`config.mk`:
```
export PLATFORM = sky130hd
export DESIGN_NAME = bvpd_ctrl
export DESIGN_NICKNAME = d
export VERILOG_FILES = /design/src/hw/rtl/bvpd_pkg.sv /design/src/hw/rtl/bvpd_ctrl.sv
export SDC_FILE = /design/constraint.sdc
export NUM_CORES = 1
export LEC_CHECK = 0
export BUFFER_PORTS_ARGS = -buffer_cell sky130_fd_sc_hd__buf_2
export CAP_MARGIN = 20
export CORE_MARGIN = 3
export CORE_UTILIZATION = 50
export CTS_BUF_LIST = sky130_fd_sc_hd__clkbuf_4
export DETAILED_ROUTE_END_ITERATION = 7
export PLACE_DENSITY = 0.82
export SETUP_SLACK_MARGIN = 0.5
export SLEW_MARGIN = 20
export SYNTH_ARGS = -nofsm -noshare
export SYNTH_HDL_FRONTEND = slang
export SYNTH_SLANG_ARGS = --single-unit
```
`constraint.sdc`:
```
create_clock -name clk -period 2.35 [get_ports clk]
set_clock_uncertainty 0.2 [all_clocks]
set_input_delay 0.705 -clock clk [delete_from_list [all_inputs] [get_ports clk]]
set_output_delay 0.705 -clock clk [all_outputs]
set_load 0.02 [all_outputs]
```
`src/hw/rtl/bvpd_pkg.sv`:
```
// Package: shared types, constants and fixed-point helpers for the vertex distance block.
package bvpd_pkg;
	localparam int WORD_W = 32;
	localparam logic signed [63:0] S32_MAX = 64'sd2147483647;
	localparam logic signed [63:0] S32_MIN = -64'sd2147483648;

	typedef enum logic [0:0] {
		OP_EVAL = 1'b0,
		OP_LOAD = 1'b1
	} op_t;

	// Datapath operation selected by the controller for the current cycle
	typedef enum logic [4:0] {
		DOP_NONE = 5'b00001,
		DOP_LOAD = 5'b00010,
		DOP_QPRD = 5'b00100,
		DOP_ROT  = 5'b01000,
		DOP_VTX  = 5'b10000
	} dop_t;

	typedef struct packed {
		dop_t       dop;
		logic [3:0] step;
		logic [3:0] vtx;
	} cmd_t;

	typedef struct packed {
		logic out_busy;
	} sts_t;

	function automatic logic signed [31:0] sat32(input logic signed [63:0] v);
		logic signed [31:0] r;
		if (v > S32_MAX) r = 32'sh7fffffff;
		else if (v < S32_MIN) r = 32'sh80000000;
		else r = v[31:0];
		return r;
	endfunction
endpackage

```
`src/hw/rtl/bvpd_ctrl.sv`:
```
// Controller: sequences quaternion products, rotation, and per-vertex passes.
module bvpd_ctrl import bvpd_pkg::*; #(
	parameter int RESULTS = 8
) (
	input  logic clk,
	input  logic arst_n,
	input  logic in_valid,
	input  logic in_op,
	output logic in_stall,
	input  sts_t sts,
	output cmd_t cmd
);
	// per-vertex pass: 0 read, 1 vertex lands, 2..10 products and sums, 11 hands to output
	localparam logic [3:0] QP_STEPS = 4'd13;
	localparam logic [3:0] VX_STEPS = 4'd11;
	localparam logic [3:0] LAST_VTX = 4'(RESULTS - 1);

	typedef enum logic [3:0] {
		ST_IDLE = 4'b0001,
		ST_QPRD = 4'b0010,
		ST_ROT  = 4'b0100,
		ST_VTX  = 4'b1000
	} state_t;

	state_t     state_q;
	logic [3:0] step_q;
	logic [3:0] vtx_q;

	assign in_stall = (state_q != ST_IDLE);

	always_comb begin
		cmd.step = step_q;
		cmd.vtx  = vtx_q;
		case (state_q)
			ST_IDLE: cmd.dop = (in_valid && in_op == OP_LOAD) ? DOP_LOAD : DOP_NONE;
			ST_QPRD: cmd.dop = DOP_QPRD;
			ST_ROT:  cmd.dop = DOP_ROT;
			ST_VTX:  cmd.dop = (step_q == VX_STEPS && sts.out_busy) ? DOP_NONE : DOP_VTX;
			default: cmd.dop = DOP_NONE;
		endcase
	end

	always_ff @(posedge clk or negedge arst_n) begin
		if (!arst_n) begin
			state_q <= ST_IDLE;
			step_q  <= '0;
			vtx_q   <= '0;
		end else begin
			case (state_q)
				ST_IDLE: begin
					step_q <= '0;
					vtx_q  <= '0;
					if (in_valid && in_op == OP_EVAL) state_q <= ST_QPRD;
				end
				ST_QPRD: begin
					if (step_q == QP_STEPS) begin
						step_q  <= '0;
						state_q <= ST_ROT;
					end else step_q <= step_q + 4'd1;
				end
				ST_ROT: begin
					state_q <= ST_VTX;
				end
				ST_VTX: begin
					if (step_q != VX_STEPS) step_q <= step_q + 4'd1;
					else if (!sts.out_busy) begin
						step_q <= '0;
						if (vtx_q == LAST_VTX) state_q <= ST_IDLE;
						else vtx_q <= vtx_q + 4'd1;
					end
				end
				default: state_q <= ST_IDLE;
			endcase
		end
	end
endmodule

```
==> results.md <==
Timing:
- The max-slew headroom at the worst pin is 74.57%.
- Final hold analysis gives a worst-case slack of 0.07969 ns.
- After layout, the worst path uses 107.2% of the clock period.
- The transition time at the pin with the least slew margin is 0.3792 ns.
- The count of final hold-check violations is 0.
- For the final routed database, the setup TNS stands at -0.6905 ns.
- Setup repair after global routing could not meet its margin everywhere.
- In the post-route analysis, the smallest setup slack over all paths is -0.1687 ns.
- The final max-slew violation count is 0.
- The number of endpoints failing setup at the final stage is 5.
- After layout, the minimum clock period comes to 2.519 ns.
- The highest achievable clock rate is 0.3970 GHz.

Power:
- The sequential share of power is 24.5%.
- The clock network accounts for 13.1% of the total power.
- The switching power total is 0.4710 mW.
- The areal power density over the cells is 1012 nW/µm².
- In this run the static leakage power is 0.5384 nW.
- Across the VDD grid, the largest voltage drop is 565.2 µV.
- In this run switching power makes up 39.06% of total power.
- The internal power is 0.7348 mW.
- Per report_power, the combinational group accounts for 62.4% of the total.

Cells and area:
- The number of fill cells is 61.
- The repair_antennas step left the layout with diodes totalling 0.
- Cells with a size suffix above 1 make up 59.65% of the layout.
- The multi-input combinational cells in the finished layout cover a total of 506.7 µm².
- The combined flip-flop and latch cell area is 310.3 µm².
- The number of nets in the layout is 123.
- The area growth from synthesis to layout is 62.18%.

Place:
- The detailed placer's ending HPWL is 1229 µm.
- At the end of routability-driven placement, the weighted congestion stood at 0.8647.
- The count of buffers inserted at the top-level ports is 18.

Synth:
- The cell area that synthesis handed to floorplanning was 734.5 µm².
- Counting flops and latches in the post-synthesis netlist gives 12.
- Counting instances in the post-synthesis netlist gives the leading cell types as dfrtp_1, nor2_1, o21ai_0, a21oi_1, nand2_1.
- Averaged over all synthesized cells, the footprint is 10.06 µm².
- Yosys instantiated no cell more often than dfrtp_1.
- When the netlist entered floorplanning its net count stood at 81.
- The Yosys step of the flow raised 0 warnings.
- The cell count after synthesis is 73.
- After synthesis, the cell types taking the most area are dfrtp_1, ha_1, o21ai_0.
- In this run the biggest area consumer among cell types represents 37.48% of the synthesized area.
- The sequential fraction of the synthesis area is 41.06%.
- Among all flip-flop cells after synthesis, the most frequent one is dfrtp_1.
- Of all flip-flops after synthesis, the portion carrying an async set or reset was 100.0%.
- In this run, synthesis inferred 0 flip-flops with an integrated enable.
- The count of distinct cell types in the synthesized netlist is 32.
- The dominant cell type by area after synthesis is dfrtp_1.

Global route:
- The number of antenna violations at the first check in global routing is 0.
- The met1 layer usage reported by global route is 27.88%.
- The number of global-route vias before repair was 660.
- The layer flagged by global routing as most heavily used is met2.
- The fraction of met3 tracks used by global routing is 2.846%.
- The global-route wire length before repair is 2960 µm.
- The pin count of the biggest net entering global routing is 13.
- For this run, the total global-route usage over all layers was measured as 20.30%.
- Summed over all layers, the global routing overflow is 0.
- The global routing met2 resource utilization is 32.85%.

Clocking:
- The number of buffers on the longest clock path is 2.
- The number of buffers inserted by hold repair at cts is 0.
- Clock-pin slew was measured on the worst setup and hold paths at 0.10 ns.
- The total clock buffers created by CTS is 3.
- The number of H-tree branching levels is 1.
- The CTS sink count is 12.
- The clock tree from TritonCTS is done.
- The source-to-sink clock delay at the later pin of the worst-skew pair is 0.28 ns.
- CTS placed an instance of clkbuf_4 at the clock tree root.

Run:
- The tool flagged a number of max-cap violations equal to 0.

Detailed routing:
- The violation count after the first detailed-routing iteration is 21.
- The remaining antenna violation count is 0.
- The total wire length is 2300 µm.
- The number of iterations in the first detailed-routing pass is 4.
- In the final routed layout, each cell accounts on average for 17.83 µm.
- The detailed router placed 780 vias in this run.
- The number of DRC violations after detailed routing is 0.
- The via density per instance is 6.047.

Floorplanning:
- The floorplan core area is 1334 µm².
- Row generation in the floorplan step produced 13 rows.
- For this configuration, the core starts out at a cell density of 55.07%.
- The die covers 1965 µm².
- The die is 44.33 µm wide.
- Pin placement for this block handled 19 I/O pins.
- The height of the chip is 44.33 µm.

Critical path:
- STA classifies the critical path startpoint as a flop.
- The register-to-register path setup slack is 0.33 ns.
- The worst endpoint data arrival time is 1.61 ns.
- STA classifies the critical path endpoint as an output pin.
- The start-to-end type of the worst setup path is reg2out.
- In this run the worst path has a maximum fanout of 7.
- For the worst setup path, the data required time is 1.44 ns.

Hold path:
- The path class of the tightest hold or removal check is in2async.

Outcome:
- The checks that failed: negative setup slack.
- The flow ran to the end, but the final reports show violations.
layer usage:
layer | vias to the layer above | part of all wire, %
met1 | 388 | 43
met2 | 25 | 51
met4 | 0 | 1.2
li1 | 361 | -
met3 | 6 | 4.3
met5 | - | 0
flip-flops by register name (all words and copies together) (netlist names):
register	cells
vtx_q	4
step_q	4
state_q	4
logic make-up after synthesis:
group / Yosys count / synth area share [%]
and+or+nand+nor: 30 / 27.77
AOI/OAI and AO/OA: 19 / 17.04
DFF: 12 / 41.06
xor gates and xnor gates: 1 / 1.193
muxes: 4 / 5.622
adders and majority gates: 3 / 5.111
buffers and inverters: 4 / 2.214
what timing repair did:
action	CTS	global route
setup buffers	5	9
pin swaps	3	3
setup endpoints to repair	13	16
cloned	0	0
resized for setup	22	18
power by group through the flow:
| stage | logic, mW | clock network (mW) | registers [mW] |
|---|---|---|---|
| 2_1_floorplan | 0.242 | 0 | 0.316 |
| 3_3_place_gp | 0.395 | 0 | 0.295 |
| 3_5_place_dp | 0.401 | 0 | 0.299 |
| 4_1_cts | 0.553 | 0.153 | 0.292 |
| 5_1_grt | 0.793 | 0.162 | 0.303 |
| 6_report | 0.752 | 0.158 | 0.295 |
area by class of cell:
type | count | area share [%]
Clock buffer | 4 | 2.521
Inverter | 4 | 1.681
Multi-Input combinational cell | 57 | 42.54
Sequential cell | 12 | 26.05
Tap cell | 15 | 1.576
Timing Repair Buffer | 37 | 25.63
path summary, 6_finish.rpt:
kind / to / start / depth (start not counted)
min in group clk: vtx_q[1] / vtx_q[1] / 2
setup reg to reg: step_q[3] / state_q[0] / 8
setup / recovery: cmd[9] / state_q[0] / 4
hold / removal: vtx_q[3] / arst_n / 1
max in group asynchronous: state_q[0] / arst_n / 1
hold reg to reg: vtx_q[1] / vtx_q[1] / 2
per-stage QoR:
step	instance area (µm²)	cells	setup slack [ns]	total power [mW]	util, %
floorplan	768.2	73	0.09051	0.5584	-
global placement	914.6	111	0.03999	0.6903	68.57
detailed placement	914.6	111	0.04135	0.6994	68.57
CTS	1055	120	-0.1640	0.9973	79.08
global route	1191	129	-0.2269	1.258	89.31
finish	1191	129	-0.1687	1.206	89.31
worst max-delay path: stages, from the launching register on:
cell and delay (ns):
dfstp_2 0.60, nor4b_4 0.26, buf_4 0.17, and3_2 0.19, buf_6 0.11
cells in the final DEF (no fill, tap or decap), types with 2 or more instances in the layout:
cell      count
inv_1         2
mux2i_1       3
a21oi_2       4
dfrtp_2       7
buf_4        13
buf_6        14
o21ai_1       2
nor3b_1       2
nand2_1       4
nand3_1       3
ha_1          2
dfrtp_1       4
nand3b_1      2
buf_2        10
o21ai_0       4
or4b_4        2
nor4b_4       3
nor2_1        6
clkbuf_4      4
nand2b_1      2
No activity file was read; power rests on OpenSTA's default activity.
